[config.mk]
export PLATFORM = sky130hd
export DESIGN_NAME = png_idat_chunk_extractor_flat
export DESIGN_NICKNAME = d
export VERILOG_FILES = /design/src/rtl/pidat_pkg.sv /design/src/rtl/pidat_stream_if.sv /design/src/rtl/png_idat_chunk_extractor.sv /design/src/rtl/pidat_walker.sv /design/src/flat_wrapper.sv
export SDC_FILE = /design/constraint.sdc
export NUM_CORES = 1
export LEC_CHECK = 0
export ABC_AREA = 1
export BUFFER_PORTS_ARGS = -buffer_cell sky130_fd_sc_hd__buf_2
export CORE_ASPECT_RATIO = 1.1
export CORE_MARGIN = 8
export CORE_UTILIZATION = 57
export CTS_CLUSTER_SIZE = 28
export DETAILED_ROUTE_END_ITERATION = 8
export PLACE_DENSITY = 0.78
export SYNTH_ARGS = -nofsm -noshare
export SYNTH_HDL_FRONTEND = slang
export SYNTH_SLANG_ARGS = --single-unit
[constraint.sdc]
create_clock -name clk -period 4.2 [get_ports clk]
set_input_delay 1.05 -clock clk [delete_from_list [all_inputs] [get_ports clk]]
set_output_delay 1.05 -clock clk [all_outputs]
set_load 0.05 [all_outputs]
[src/rtl/pidat_pkg.sv]
// Package for the PNG IDAT extractor: word types of the two channels and
// the chunk-format constants. No dependencies.
package pidat_pkg;

	localparam int unsigned BYTE_W   = 8;
	localparam int unsigned TOTAL_W  = 32;
	localparam int unsigned LEN_W    = 31;
	localparam int unsigned TYPE_W   = 32;

	localparam logic [TYPE_W-1:0] TYPE_IDAT = 32'h4944_4154;
	localparam logic [TYPE_W-1:0] TYPE_IEND = 32'h4945_4E44;

	localparam int unsigned SIG_BYTES   = 8;
	localparam int unsigned FIELD_BYTES = 4;

	typedef struct packed {
		logic [BYTE_W-1:0] data_byte;
	} in_word_t;

	typedef struct packed {
		logic [BYTE_W-1:0]  out_byte;
		logic               is_payload;
		logic               is_done;
		logic [TOTAL_W-1:0] total_length;
		logic               seq_error;
	} out_word_t;

	// One step of the chunk walker: whether it produced a word, and which.
	typedef struct packed {
		logic      valid;
		out_word_t word;
	} step_res_t;

	// Walker status seen by the top level.
	typedef struct packed {
		logic stopped;
		logic in_data;
	} walk_stat_t;

endpackage

[src/rtl/pidat_stream_if.sv]
// Valid/ready stream interface carrying one word of a packed payload type.
// Payload types come from pidat_pkg at the point of instantiation.
interface pidat_stream_if #(
	parameter type payload_t = logic
);
	logic     valid;
	logic     ready;
	payload_t data;

	modport source (output valid, output data, input ready);
	modport sink   (input valid, input data, output ready);
endinterface

[src/rtl/png_idat_chunk_extractor.sv]
// Top level of the PNG IDAT extractor: chunk walker plus a two-word output
// buffer. Depends on pidat_pkg, pidat_stream_if and pidat_walker.
//
//   channel   dir  word                     notes
//   bytes     in   in_word_t (data_byte)    one file byte per word
//   results   out  out_word_t               payload byte, done or error word
//
// Each accepted byte's result, if any, is registered; a byte can follow in
// every cycle while bytes.ready is high. The output register has a skid word
// behind it, so bytes keep flowing while one result waits; bytes.ready drops
// only when both are full. Reset clears the parse state and the buffer's valid
// flags. After the done or error word, bytes are still taken and dropped.
module png_idat_chunk_extractor (
	input  logic                  clk,
	input  logic                  arst_n,
	pidat_stream_if.sink          bytes,
	pidat_stream_if.source        results
);

	pidat_pkg::step_res_t   res;
	pidat_pkg::walk_stat_t  stat;
	logic                   take;
	logic                   out_valid_q, skid_valid_q;
	pidat_pkg::out_word_t   out_q, skid_q;

	assign bytes.ready = !skid_valid_q;
	assign take        = bytes.valid && bytes.ready;

	pidat_walker u_walker (
		.clk       (clk),
		.arst_n    (arst_n),
		.step      (take),
		.data_byte (bytes.data.data_byte),
		.res       (res),
		.stat      (stat)
	);

	always_ff @(posedge clk or negedge arst_n) begin
		if (!arst_n) begin
			out_valid_q  <= 1'b0;
			skid_valid_q <= 1'b0;
		end else if (skid_valid_q) begin
			if (results.ready) begin
				out_valid_q  <= 1'b1;
				skid_valid_q <= 1'b0;
			end
		end else if (out_valid_q && !results.ready) begin
			skid_valid_q <= res.valid;
		end else begin
			out_valid_q <= res.valid;
		end
	end

	always_ff @(posedge clk) begin
		if (skid_valid_q) begin
			if (results.ready) begin
				out_q <= skid_q;
			end
		end else if (out_valid_q && !results.ready) begin
			skid_q <= res.word;
		end else begin
			out_q <= res.word;
		end
	end

	assign results.valid = out_valid_q;
	assign results.data  = out_q;

	// The skid word is only ever filled behind a waiting output word.
	a_skid_behind_out: assert property (@(posedge clk) disable iff (!arst_n)
		skid_valid_q |-> out_valid_q)
		else $error("skid word valid with empty output register");

	// Once IEND or a broken IDAT run has been seen, no more words appear.
	a_quiet_when_stopped: assert property (@(posedge clk) disable iff (!arst_n)
		stat.stopped |-> !res.valid)
		else $error("result produced after the walk stopped");

	// A result is exactly one of payload, done or error.
	a_one_kind: assert property (@(posedge clk) disable iff (!arst_n)
		results.valid |-> $onehot({results.data.is_payload, results.data.is_done,
			results.data.seq_error}))
		else $error("result word carries no kind or several kinds");

	// Payload bytes come only out of the data phase of a chunk.
	a_payload_in_data: assert property (@(posedge clk) disable iff (!arst_n)
		res.valid && res.word.is_payload |-> stat.in_data)
		else $error("payload byte outside a chunk body");

endmodule

[src/rtl/pidat_walker.sv]
// Chunk walker of the PNG IDAT extractor: holds the parse state and works out
// the result of one accepted byte in the same cycle. Depends on pidat_pkg.
module pidat_walker (
	input  logic                              clk,
	input  logic                              arst_n,
	input  logic                              step,
	input  logic [pidat_pkg::BYTE_W-1:0]      data_byte,
	output pidat_pkg::step_res_t              res,
	output pidat_pkg::walk_stat_t             stat
);

	typedef enum logic [6:0] {
		PH_SIG  = 7'b000_0001,
		PH_LEN  = 7'b000_0010,
		PH_TYPE = 7'b000_0100,
		PH_DATA = 7'b000_1000,
		PH_CRC  = 7'b001_0000,
		PH_DONE = 7'b010_0000,
		PH_HALT = 7'b100_0000
	} phase_t;

	localparam logic [1:0] IDAT_NONE   = 2'd0;
	localparam logic [1:0] IDAT_RUN    = 2'd1;
	localparam logic [1:0] IDAT_BROKEN = 2'd2;

	phase_t                             phase_q, phase_n;
	logic [pidat_pkg::LEN_W-1:0]        cnt_q, cnt_n, cnt_inc;
	logic [pidat_pkg::LEN_W-1:0]        len_q, len_n;
	logic [pidat_pkg::TYPE_W-1:0]       type_q, type_n;
	logic [1:0]                         prog_q, prog_n;
	logic [pidat_pkg::TOTAL_W-1:0]      sum_q, sum_n;
	logic [pidat_pkg::TOTAL_W:0]        sum_wide;

	assign cnt_inc  = cnt_q + 1'b1;
	assign sum_wide = {1'b0, sum_q} + {2'b00, len_q};

	always_comb begin
		phase_n = phase_q;
		cnt_n   = cnt_q;
		len_n   = len_q;
		type_n  = type_q;
		prog_n  = prog_q;
		sum_n   = sum_q;
		res     = '0;
		case (phase_q)
			PH_SIG: begin
				cnt_n = cnt_inc;
				if (cnt_inc >= pidat_pkg::LEN_W'(pidat_pkg::SIG_BYTES)) begin
					cnt_n   = '0;
					len_n   = '0;
					phase_n = PH_LEN;
				end
			end
			PH_LEN: begin
				// Bit 31 of the length field falls off the top here.
				len_n = {len_q[pidat_pkg::LEN_W-pidat_pkg::BYTE_W-1:0], data_byte};
				cnt_n = cnt_inc;
				if (cnt_inc >= pidat_pkg::LEN_W'(pidat_pkg::FIELD_BYTES)) begin
					cnt_n   = '0;
					type_n  = '0;
					phase_n = PH_TYPE;
				end
			end
			PH_TYPE: begin
				type_n = {type_q[pidat_pkg::TYPE_W-pidat_pkg::BYTE_W-1:0], data_byte};
				cnt_n  = cnt_inc;
				if (cnt_inc >= pidat_pkg::LEN_W'(pidat_pkg::FIELD_BYTES)) begin
					cnt_n = '0;
					if (type_n == pidat_pkg::TYPE_IEND) begin
						phase_n                = PH_DONE;
						res.valid              = 1'b1;
						res.word.is_done       = 1'b1;
						res.word.total_length  = sum_q;
					end else if (type_n == pidat_pkg::TYPE_IDAT &&
						prog_q == IDAT_BROKEN) begin
						phase_n             = PH_HALT;
						res.valid           = 1'b1;
						res.word.seq_error  = 1'b1;
					end else begin
						if (type_n == pidat_pkg::TYPE_IDAT) begin
							prog_n = IDAT_RUN;
							sum_n  = sum_wide[pidat_pkg::TOTAL_W] ? '1 :
								sum_wide[pidat_pkg::TOTAL_W-1:0];
						end else if (prog_q == IDAT_RUN) begin
							prog_n = IDAT_BROKEN;
						end
						phase_n = (len_q == '0) ? PH_CRC : PH_DATA;
					end
				end
			end
			PH_DATA: begin
				cnt_n = cnt_inc;
				if (cnt_inc >= len_q) begin
					cnt_n   = '0;
					phase_n = PH_CRC;
				end
				if (type_q == pidat_pkg::TYPE_IDAT) begin
					res.valid           = 1'b1;
					res.word.out_byte   = data_byte;
					res.word.is_payload = 1'b1;
				end
			end
			PH_CRC: begin
				cnt_n = cnt_inc;
				if (cnt_inc >= pidat_pkg::LEN_W'(pidat_pkg::FIELD_BYTES)) begin
					cnt_n   = '0;
					len_n   = '0;
					phase_n = PH_LEN;
				end
			end
			default: begin
			end
		endcase
		if (!step) begin
			res.valid = 1'b0;
		end
	end

	always_ff @(posedge clk or negedge arst_n) begin
		if (!arst_n) begin
			phase_q <= PH_SIG;
			cnt_q   <= '0;
			len_q   <= '0;
			type_q  <= '0;
			prog_q  <= IDAT_NONE;
			sum_q   <= '0;
		end else if (step) begin
			phase_q <= phase_n;
			cnt_q   <= cnt_n;
			len_q   <= len_n;
			type_q  <= type_n;
			prog_q  <= prog_n;
			sum_q   <= sum_n;
		end
	end

	assign stat.stopped = (phase_q != PH_SIG) && (phase_q != PH_LEN) &&
		(phase_q != PH_TYPE) && (phase_q != PH_DATA) && (phase_q != PH_CRC);
	assign stat.in_data = (phase_q == PH_DATA);

endmodule

[src/flat_wrapper.sv]
// flat-port wrapper written by rule: the top's interface ports become plain ports
module png_idat_chunk_extractor_flat 
  (clk, arst_n, bytes_valid, bytes_data, bytes_ready, results_valid, results_data, results_ready);
  pidat_stream_if #(.payload_t(pidat_pkg::in_word_t)) bytes_i ();
  pidat_stream_if #(.payload_t(pidat_pkg::out_word_t)) results_i ();
  input  logic clk;
  input  logic arst_n;
  input wire logic [$bits(bytes_i.valid)-1:0] bytes_valid;
  input wire logic [$bits(bytes_i.data)-1:0] bytes_data;
  output wire logic [$bits(bytes_i.ready)-1:0] bytes_ready;
  output wire logic [$bits(results_i.valid)-1:0] results_valid;
  output wire logic [$bits(results_i.data)-1:0] results_data;
  input wire logic [$bits(results_i.ready)-1:0] results_ready;
  assign bytes_i.valid = bytes_valid;
  assign bytes_i.data = bytes_data;
  assign bytes_ready = bytes_i.ready;
  assign results_valid = results_i.valid;
  assign results_data = results_i.data;
  assign results_i.ready = results_ready;
  png_idat_chunk_extractor u_core (.clk(clk), .arst_n(arst_n), .bytes(bytes_i), .results(results_i));
endmodule
==> impl_metrics.csv, run 1 <==
group,metric,value,unit
logic_synthesis,synth-edff-count,86,
place,place_congestion,0.951,
critical_path,critical_path.cell_chain,"ha_1 > inv_1 > nor2_2 > nand3_1 > clkinv_1 > nand3_1 > nand2_1 > inv_1 > ha_1 > inv_1 > nor2_1 > nand2_1 > nor2_1 > nand4_1 > nor3_1 > a21oi_1 > nand2_2 > nand2_2 > nand2_1 > nand2_1",
cts,clk_pin_slew,60,ps
routing,drt-pass1-iter-count,5,
sta,slew_headroom,0.257,
sta,finalCritPeriodShare,0.870,
routing,drtAntennaViolNets,0,
sta,slew_violations,0,
logic_synthesis,yosysWarnings,0,
power,p_leak,7.08,nW
finish,fin_util,0.641,
critical_path,end_kind,"flop",
logic_synthesis,syn_nets,1747,
global_routing,grt_max_degree,79,
cts,cts_htree_levels,1,
logic_synthesis,ys.flop_type,"dfrtp_1",
logic_synthesis,syn_inst,1673,
cts,cts_root_buf,"clkbuf_16",
cts,postCtsHoldBufs,0,
sta,fmax,274,MHz
critical_path,path_buf_inv,4,
place,port_buffers,56,
routing,routed_via_density,5.52,
logic_synthesis,yosysSeqAreaShare,0.453,
routing,wire_per_inst,16.2,um
routing,drc,0,
logic_synthesis,synth_area,0.0133,mm^2
critical_path,cpPeakStageDelay,450,ps
cts,clk_latency,520,ps
routing,drt-total-wl,33100,um
critical_path,critPathKind,"flop to flop",
die,start_util,0.581,
logic_synthesis,synth-seq-cells,223,
die,rows,58,
place,hpwl,24600,um
critical_path,critPathMaxFanout,31,
sta,rsz0062_at_grt,"false",
sta,min_period,3650,ps
cts,max-clock-path-buffers,3,
die,fp.dieW,162,um
outcome,outcome,"complete, no violations",
power,ir_worst_vdd,0.000272,V
cts,ctsResizeCount,0,
global_routing,grt_util_all_layers,0.234,
logic_synthesis,ys_async_sr_fraction,0.614,
finish,fin_nets,1795,
cts,cts.sinks,223,
logic_synthesis,avgSynthCellArea,7.94,um^2
critical_path,cp_common_cell,"nand2_1",
sta,fin_skew,10.7,ps
sta,finalHoldViolCount,0,
cts,cts_tree,"done",
sta,tightest_slew,1110,ps
finish,fin_area,0.0147,mm^2
sta,tns,0,ps
die,boundaryPins,57,
global_routing,grt_pass1_vias,11000,
finish,antenna_cells,0,
power,power_density,306,mW/mm^2
critical_path,slowest_stage,"dfrtp_1",
critical_path,cp_top_family,"simple AND/OR/NAND/NOR gates",
global_routing,antenna_found_initial,0,
job,drv_cap,0,
cts,numCtsBuffers,24,
critical_path,crit_arrival,4050,ps
worst_hold_path,hp-class,"flop to flop",
cts,cts_setup_buffers,0,
critical_path,required,4600,ps
logic_synthesis,synthDistinctLibCells,50,
die,dieArea,0.0284,mm^2
routing,vias,11300,
sta,setup_viol,0,
finish,drive_gt1_frac,0.0989,
routing,drt_iter0_drc,759,
place,place_area,0.0138,mm^2
global_routing,grt_pass1_wl,55000,um
die,die_h,176,um
global_routing,grt-ovfl-total,0,
finish,syn2layout_area_growth,10.3,%
die,core_region_area,0.0229,mm^2
finish,n_fill_cell,1962,
critical_path,cp-start-kind,"flop",
Yosys cell counts, types with 4 or more instances:
cell	instances	area, um^2
a21o_1	6	45.0
a21oi_1	98	490
buf_2	14	70.1
buf_6	5	56.3
clkbuf_1	24	90.1
dfrtp_1	136	3400
edfxtp_1	86	2580
ha_1	61	763
inv_1	209	785
inv_2	6	22.5
nand2_1	379	1420
nand2_2	8	50.1
nand3_1	89	445
nand3b_1	7	52.6
nand4_1	33	206
nor2_1	224	841
nor2_2	14	87.6
nor2_4	7	78.8
nor3_1	19	95.1
nor4_1	16	100
o21a_1	4	30.0
o21ai_0	108	541
o21ai_1	27	135
o21bai_1	4	30.0
o22ai_1	8	50.1
o22ai_2	20	250
xnor2_1	11	96.3
xor2_1	19	166
power breakdown:
part	leakage, nW	total (mW)	switching (mW)	internal [mW]
combinational	4.28	0.0528	0.0449	0.00792
sequential	2.41	2.25	0.0000000000000182	2.25
clock	0.383	2.18	0.878	1.30
layout make-up:
cell class | count | area [um^2] | area share
Timing Repair Buffer | 69 | 397 | 0.0271
Tap cell | 300 | 375 | 0.0256
Sequential cell | 223 | 6010 | 0.410
Inverter | 218 | 818 | 0.0558
Multi-Input combinational cell | 1185 | 6230 | 0.425
Clock inverter | 14 | 166 | 0.0114
Clock buffer | 30 | 654 | 0.0447
kinds of logic (layout without fill, tap and decap cells):
kind of cell | count (synthesis) | in the layout | synth area share
flops | 223 | 223 | 0.453
compound gates | 288 | 288 | 0.127
buf+inv | 265 | 331 | 0.0800
simple gates | 805 | 805 | 0.262
fa+ha+maj | 62 | 62 | 0.0590
xor+xnor | 30 | 30 | 0.0198
worst register-to-register path: stages, from the launching register on:
cell	delay, ps
dfrtp_1	450
ha_1	280
inv_1	110
nor2_2	210
nand3_1	130
clkinv_1	100
nand3_1	80
nand2_1	130
inv_1	60
ha_1	280
inv_1	40
nor2_1	130
nand2_1	80
nor2_1	120
nand4_1	110
nor3_1	220
a21oi_1	110
nand2_2	200
nand2_2	440
nand2_1	200
nand2_1	70
state kept, by name, summed over array words and instances, names as in the netlist, 2 cells and up:
name	cells
u_core.u_walker.len_q	31
u_core.skid_q	43
u_core.u_walker.phase_q	7
u_core.results.data	43
u_core.u_walker.prog_q	2
u_core.u_walker.type_q	32
u_core.u_walker.cnt_q	31
u_core.u_walker.sum_q	32
worst paths after layout:
path	from	to	slack (ps)	depth (start not counted)
min in group asynchronous	arst_n	u_core.u_walker.sum_q[30]	570	1
hold / removal	u_core.u_walker.phase_q[5]	u_core.u_walker.phase_q[5]	470	2
max in group asynchronous	arst_n	u_core.u_walker.type_q[17]	2700	2
setup / recovery	u_core.u_walker.cnt_q[0]	u_core.u_walker.cnt_q[13]	550	20
hold reg to reg	u_core.u_walker.phase_q[5]	u_core.u_walker.phase_q[5]	470	2
setup reg to reg	u_core.u_walker.cnt_q[0]	u_core.u_walker.cnt_q[13]	550	20
cells in the final DEF (no fill, tap or decap), types with 25 or more instances in the layout:
cell       instances
dfrtp_1          136
a21oi_1           98
ha_1              61
inv_1            209
o21ai_1           27
o21ai_0          107
edfxtp_1          86
nand2_1          379
clkbuf_16         25
nand4_1           33
buf_2             55
nand3_1           89
nor2_1           223
metrics by stage:
| stage | instances | setup slack (ps) | hold slack (ps) | power (mW) |
|---|---|---|---|---|
| floorplan | 1673 | 729 | 434 | 2.30 |
| global placement | 1995 | 844 | 450 | 2.35 |
| detailed placement | 1995 | 670 | 458 | 2.35 |
| CTS | 2039 | 628 | 474 | 4.52 |
| global route | 2039 | 98.4 | 498 | 4.59 |
| finish | 2039 | 547 | 469 | 4.48 |
per-layer routing:
metal / routed length, um / global-route usage
met2: 16000 / 0.400
met5: 0 / 0
met1: 14500 / 0.301
met4: 1180 / 0.0923
met3: 1480 / 0.0252
Note: power is estimated with default switching activity, not from simulation.
==> inputs of run 2 (changes only) <==
--- a/config.mk
+++ b/config.mk
@@ -9,10 +9,11 @@
 export BUFFER_PORTS_ARGS = -buffer_cell sky130_fd_sc_hd__buf_2
 export CORE_ASPECT_RATIO = 1.1
 export CORE_MARGIN = 8
-export CORE_UTILIZATION = 57
+export CORE_UTILIZATION = 58
+export CTS_BUF_LIST = sky130_fd_sc_hd__clkbuf_8
 export CTS_CLUSTER_SIZE = 28
 export DETAILED_ROUTE_END_ITERATION = 8
-export PLACE_DENSITY = 0.78
+export PLACE_DENSITY = 0.79
 export SYNTH_ARGS = -nofsm -noshare
 export SYNTH_HDL_FRONTEND = slang
 export SYNTH_SLANG_ARGS = --single-unit
==> run 2 against run 1 <==
Effect of this change:
- largest cell class unchanged
- critical endpoint is now u_core.u_walker.cnt_q[6]
- maximum frequency shrank 1.5%
- count of clock-buffer cells in the layout grew 14
- highest routed layer unchanged
- clock skew grew 10 ps
- global-route usage grew 1.2 points
==> impl_metrics.csv, run 2 (synthesis results as in run 1) <==
group,metric,value,unit
outcome,outcome,"complete, no violations",
die,boundaryPins,57,
routing,drt-pass1-iter-count,5,
routing,maxUsedRoutingLayer,"met4",
place,pre_cts_ws,577,ps
cts,max-clock-path-buffers,3,
worst_hold_path,hold_path_depth,2,
die,rows,58,
sta,tns,0,ps
die,start_util,0.585,
finish,mostFrequentLayoutCell,"nand2_1",
routing,vias,11600,
critical_path,crit_arrival,4110,ps
cts,cts_htree_levels,2,
finish,fin_area,0.0146,mm^2
routing,drt_iter0_drc,793,
critical_path,timing.reg2reg.worst_path_depth,16,
global_routing,grt_pass1_wl,56600,um
sta,slew_headroom,0.260,
worst_hold_path,hp-class,"flop to flop",
critical_path,cp-start-kind,"flop",
power,power_density,297,mW/mm^2
place,hpwl,25400,um
cts,numCtsBuffers,38,
sta,tightest_slew,1110,ps
cts,cts.sinks,223,
finish,syn2layout_area_growth,10.1,%
job,drv_cap,0,
cts,cts_root_buf,"clkbuf_8",
cts,postCtsHoldBufs,0,
worst_hold_path,min_from,"u_core.u_walker.phase_q[6]",
die,core_region_area,0.0227,mm^2
place,place_area,0.0138,mm^2
global_routing,grt-ovfl-total,0,
die,dieArea,0.0280,mm^2
sta,finalCritPeriodShare,0.882,
routing,routed_via_density,5.61,
die,fp.dieW,160,um
sta,fin_skew,20.9,ps
global_routing,antenna_found_initial,0,
global_routing,grt_util_all_layers,0.246,
cts,clk_latency,540,ps
critical_path,r2r_slack,490,ps
finish,final_cell_mix,"nand2_1, nor2_1, inv_1",
critical_path,reg2reg_from,"u_core.u_walker.cnt_q[0]",
critical_path,critPathKind,"flop to flop",
routing,met2RoutedLength,16600,um
cts,clk_pin_slew,60,ps
power,p_leak,7.14,nW
sta,fmax,270,MHz
routing,wl_met3,2020,um
global_routing,grt_pass1_vias,11200,
finish,fin_util,0.644,
finish,antenna_cells,0,
routing,drtAntennaViolNets,0,
global_routing,grt_max_degree,85,
finish,fin_nets,1810,
critical_path,r2r_end,"u_core.u_walker.cnt_q[6]",
cts,ctsResizeCount,0,
cts,cts_tree,"done",
sta,setup_viol,0,
critical_path,critPathMaxFanout,31,
routing,drt-total-wl,34100,um
sta,slew_violations,0,
sta,min_period,3710,ps
sta,setup_slack,494,ps
place,port_buffers,56,
worst_hold_path,whs_endpoint,"u_core.u_walker.phase_q[6]",
finish,n_fill_cell,1950,
finish,drive_gt1_frac,0.108,
sta,finalHoldViolCount,0,
critical_path,end_kind,"flop",
die,die_h,175,um
sta,rsz0062_at_grt,"false",
critical_path,required,4600,ps
cts,cts_setup_buffers,0,
routing,drc,0,
power,ir_worst_vdd,0.000252,V
place,place_congestion,0.975,
routing,drt-met1-wl,14100,um
routing,wire_per_inst,16.5,um
run 2: cell count changes in the layout (fill, tap and decap cells not counted), sizes merged:
cell and change:
buf +1, clkbuf +14, clkinv +9, clkinvlp -4, inv +7
run 2: final cells by class:
class,instances,area (um^2),share of cell area
Clock inverter,26,195,0.0133
Multi-Input combinational cell,1185,6230,0.426
Timing Repair Buffer,70,392,0.0268
Tap cell,300,375,0.0257
Inverter,218,818,0.0559
Sequential cell,223,6010,0.411
Clock buffer,44,606,0.0414
run 2: power by group:
| part | switching [mW] | internal [mW] | leakage [nW] |
|---|---|---|---|
| clock | 0.899 | 1.15 | 0.442 |
| sequential | 0.0000000000000192 | 2.25 | 2.41 |
| combinational | 0.0419 | 0.00792 | 4.28 |
run 2: worst max path at each step:
stage	from	end	depth (start not counted)
after floorplan	results_ready	u_core.skid_q[0]	3
final	u_core.u_walker.cnt_q[0]	u_core.u_walker.cnt_q[6]	16
after global routing	u_core.u_walker.cnt_q[0]	u_core.u_walker.cnt_q[18]	16
after global placement	u_core.u_walker.cnt_q[0]	u_core.u_walker.cnt_q[15]	16
after CTS	u_core.u_walker.cnt_q[0]	u_core.u_walker.cnt_q[6]	16
after detailed placement	u_core.u_walker.cnt_q[0]	u_core.u_walker.cnt_q[6]	16
run 2: metrics by stage:
step / power, mW / cells / hold WS, ps
6_report: 4.35 / 2066 / 468
5_1_grt: 4.49 / 2066 / 487
4_1_cts: 4.39 / 2066 / 473
3_5_place_dp: 2.34 / 1996 / 460
3_3_place_gp: 2.34 / 1996 / 453
2_1_floorplan: 2.30 / 1673 / 434
run 2: per-layer routing:
layer | track usage | vias to the layer above
met2 | 0.416 | 386
met4 | 0.107 | 0
met1 | 0.306 | 5451
li1 | - | 5664
met3 | 0.0388 | 89
met5 | 0 | -
run 2: critical path: stages (launching register included):
cell     delay [ps]
dfrtp_1         440
ha_1            280
inv_1           100
nor2_2          240
nand2_1         150
xor2_1          300
inv_1            90
ha_1            320
nand2_1          60
nor3_1          280
nand4_1         130
nor3_1          200
a21oi_1         100
nand2_2         190
nand2_2         430
nand2_1         190
nand2_1          70
==> inputs of run 3 (changes only) <==
--- a/config.mk
+++ b/config.mk
@@ -9,11 +9,11 @@
 export BUFFER_PORTS_ARGS = -buffer_cell sky130_fd_sc_hd__buf_2
 export CORE_ASPECT_RATIO = 1.1
 export CORE_MARGIN = 8
-export CORE_UTILIZATION = 58
+export CORE_UTILIZATION = 64
 export CTS_BUF_LIST = sky130_fd_sc_hd__clkbuf_8
 export CTS_CLUSTER_SIZE = 28
 export DETAILED_ROUTE_END_ITERATION = 8
-export PLACE_DENSITY = 0.79
+export PLACE_DENSITY = 0.82
 export SYNTH_ARGS = -nofsm -noshare
 export SYNTH_HDL_FRONTEND = slang
 export SYNTH_SLANG_ARGS = --single-unit
==> constraint.sdc (replaced) <==
create_clock -name clk -period 4.68 [get_ports clk]
set_input_delay 1.17 -clock clk [delete_from_list [all_inputs] [get_ports clk]]
set_output_delay 1.17 -clock clk [all_outputs]
set_load 0.05 [all_outputs]
==> run 3 against run 2 <==
Effect of this change:
- core utilization rose by 6.5 points
- first-iteration DRC count fell by 10%
- routed wire length fell by 2.0%
- count of clock-buffer cells in the layout rose by 1
- combinational power fell by 9.0%
- total power fell by 11%
- non-clock buffer count fell by 2
- final cell count fell by 2.4%
- critical endpoint is now u_core.u_walker.cnt_q[5]
- largest cell class unchanged
- largest power group unchanged
==> impl_metrics.csv, run 3 (synthesis results as in run 1) <==
group,metric,value,unit
outcome,outcome,"complete, no violations",
die,fp.dieW,153,um
critical_path,crit_arrival,4130,ps
cts,cts_root_buf,"clkbuf_8",
critical_path,critPathKind,"flop to flop",
cts,cts_tree,"done",
finish,seq_area,0.00601,mm^2
routing,drc,0,
die,start_util,0.648,
finish,syn2layout_area_growth,9.50,%
finish,multi_input_area,0.00623,mm^2
power,p_leak,7.14,nW
routing,drtAntennaViolNets,0,
power,ir_worst_vdd,0.000193,V
global_routing,grt-ovfl-total,0,
cts,cts.sinks,223,
die,rows,55,
cts,ctsResizeCount,0,
cts,cts_setup_buffers,0,
power,power_density,266,mW/mm^2
routing,drt_iter0_drc,712,
sta,rsz0062_at_grt,"false",
finish,mostFrequentLayoutCell,"nand2_1",
sta,slew_violations,0,
place,placed_cells,1950,
sta,holdWs,484,ps
power,p_total,3.87,mW
routing,drt-pass1-iter-count,5,
die,die_h,167,um
die,core_region_area,0.0205,mm^2
place,pre_cts_ws,1020,ps
sta,finalHoldViolCount,0,
worst_hold_path,hp-class,"flop to flop",
critical_path,r2r_end,"u_core.u_walker.cnt_q[5]",
job,drv_cap,0,
cts,clk_pin_slew,60,ps
place,port_buffers,56,
sta,setup_viol,0,
place,hpwl,24900,um
finish,fin_cells,2016,
sta,min_period,3730,ps
critical_path,critPathMaxFanout,31,
finish,fin_nets,1806,
sta,finalCritPeriodShare,0.798,
sta,tns,0,ps
sta,setup_slack,946,ps
global_routing,antenna_found_initial,0,
cts,numCtsBuffers,36,
finish,antenna_cells,0,
global_routing,grt_util_all_layers,0.262,
place,place_area,0.0138,mm^2
critical_path,crit_path_start,"u_core.u_walker.cnt_q[0]",
sta,fin_skew,22.8,ps
global_routing,grt_pass1_vias,11100,
routing,routed_via_density,5.69,
cts,clk_latency,530,ps
global_routing,grt_pass1_wl,55200,um
sta,tightest_slew,1130,ps
global_routing,grt_max_degree,87,
finish,fin_area,0.0145,mm^2
finish,n_fill_cell,1663,
critical_path,required,5070,ps
sta,fmax,268,MHz
sta,slew_headroom,0.244,
routing,wire_per_inst,16.6,um
critical_path,cp-start-kind,"flop",
finish,fin_util,0.709,
critical_path,end_kind,"flop",
place,place_congestion,1.02,
cts,max-clock-path-buffers,3,
cts,postCtsHoldBufs,0,
critical_path,r2r_slack,950,ps
routing,drt-total-wl,33400,um
die,dieArea,0.0256,mm^2
critical_path,reg2reg_from,"u_core.u_walker.cnt_q[0]",
cts,cts_htree_levels,2,
critical_path,endpoint,"u_core.u_walker.cnt_q[5]",
routing,vias,11500,
critical_path,timing.reg2reg.worst_path_depth,16,
finish,drive_gt1_frac,0.105,
die,boundaryPins,57,
finish,final_cell_mix,"nand2_1, inv_1, nor2_1",
## run 3: changes by cell type in the layout (fill, tap and decap cells not counted), sizes merged
cell	delta
buf	-2
clkbuf	+1
clkinv	-10
clkinvlp	-1
inv	+6
## run 3: area by class of cell
cell class,instances,share of cell area
clock buffers,45,0.0426
clock inverters,21,0.0114
inverters,218,0.0563
multi-input cells,1185,0.428
flip-flops and latches,223,0.413
well taps,256,0.0220
repair buffers,68,0.0259
## run 3: per-layer routing
layer  GRT usage  up-vias  routed length [um]
li1            -     5671                   -
met1       0.328     5351               13900
met2       0.442      369               16000
met3      0.0412       88                2090
met4       0.120        0                1380
met5           0        -                   0
## run 3: how the worst min path moves through the flow
stage / startpoint / end / slack, ps / depth (start not counted)
3_3_place_gp: u_core.u_walker.phase_q[5] / u_core.u_walker.phase_q[5] / 450 / 2
5_1_grt: u_core.u_walker.phase_q[6] / u_core.u_walker.phase_q[6] / 510 / 2
2_1_floorplan: u_core.u_walker.phase_q[5] / u_core.u_walker.phase_q[5] / 430 / 2
3_5_place_dp: u_core.u_walker.phase_q[5] / u_core.u_walker.phase_q[5] / 460 / 2
4_1_cts: u_core.u_walker.phase_q[5] / u_core.u_walker.phase_q[5] / 480 / 2
6_report: u_core.u_walker.phase_q[5] / u_core.u_walker.phase_q[5] / 480 / 2
## run 3: report_power, final
part	switching, mW	internal (mW)
registers	0.0000000000000168	2.02
clock network	0.773	1.04
logic	0.0382	0.00712
## run 3: critical path, stage by stage, from the launching register on
cell and delay (ps):
dfrtp_1 440, ha_1 280, inv_1 100, nor2_2 200, nand2_1 180, xor2_1 370
inv_1 100, ha_1 330, nand2_1 70, nor3_1 260, nand4_1 120, nor3_1 190
a21oi_1 110, nand2_2 170, nand2_2 410, nand2_1 190, nand2_1 70
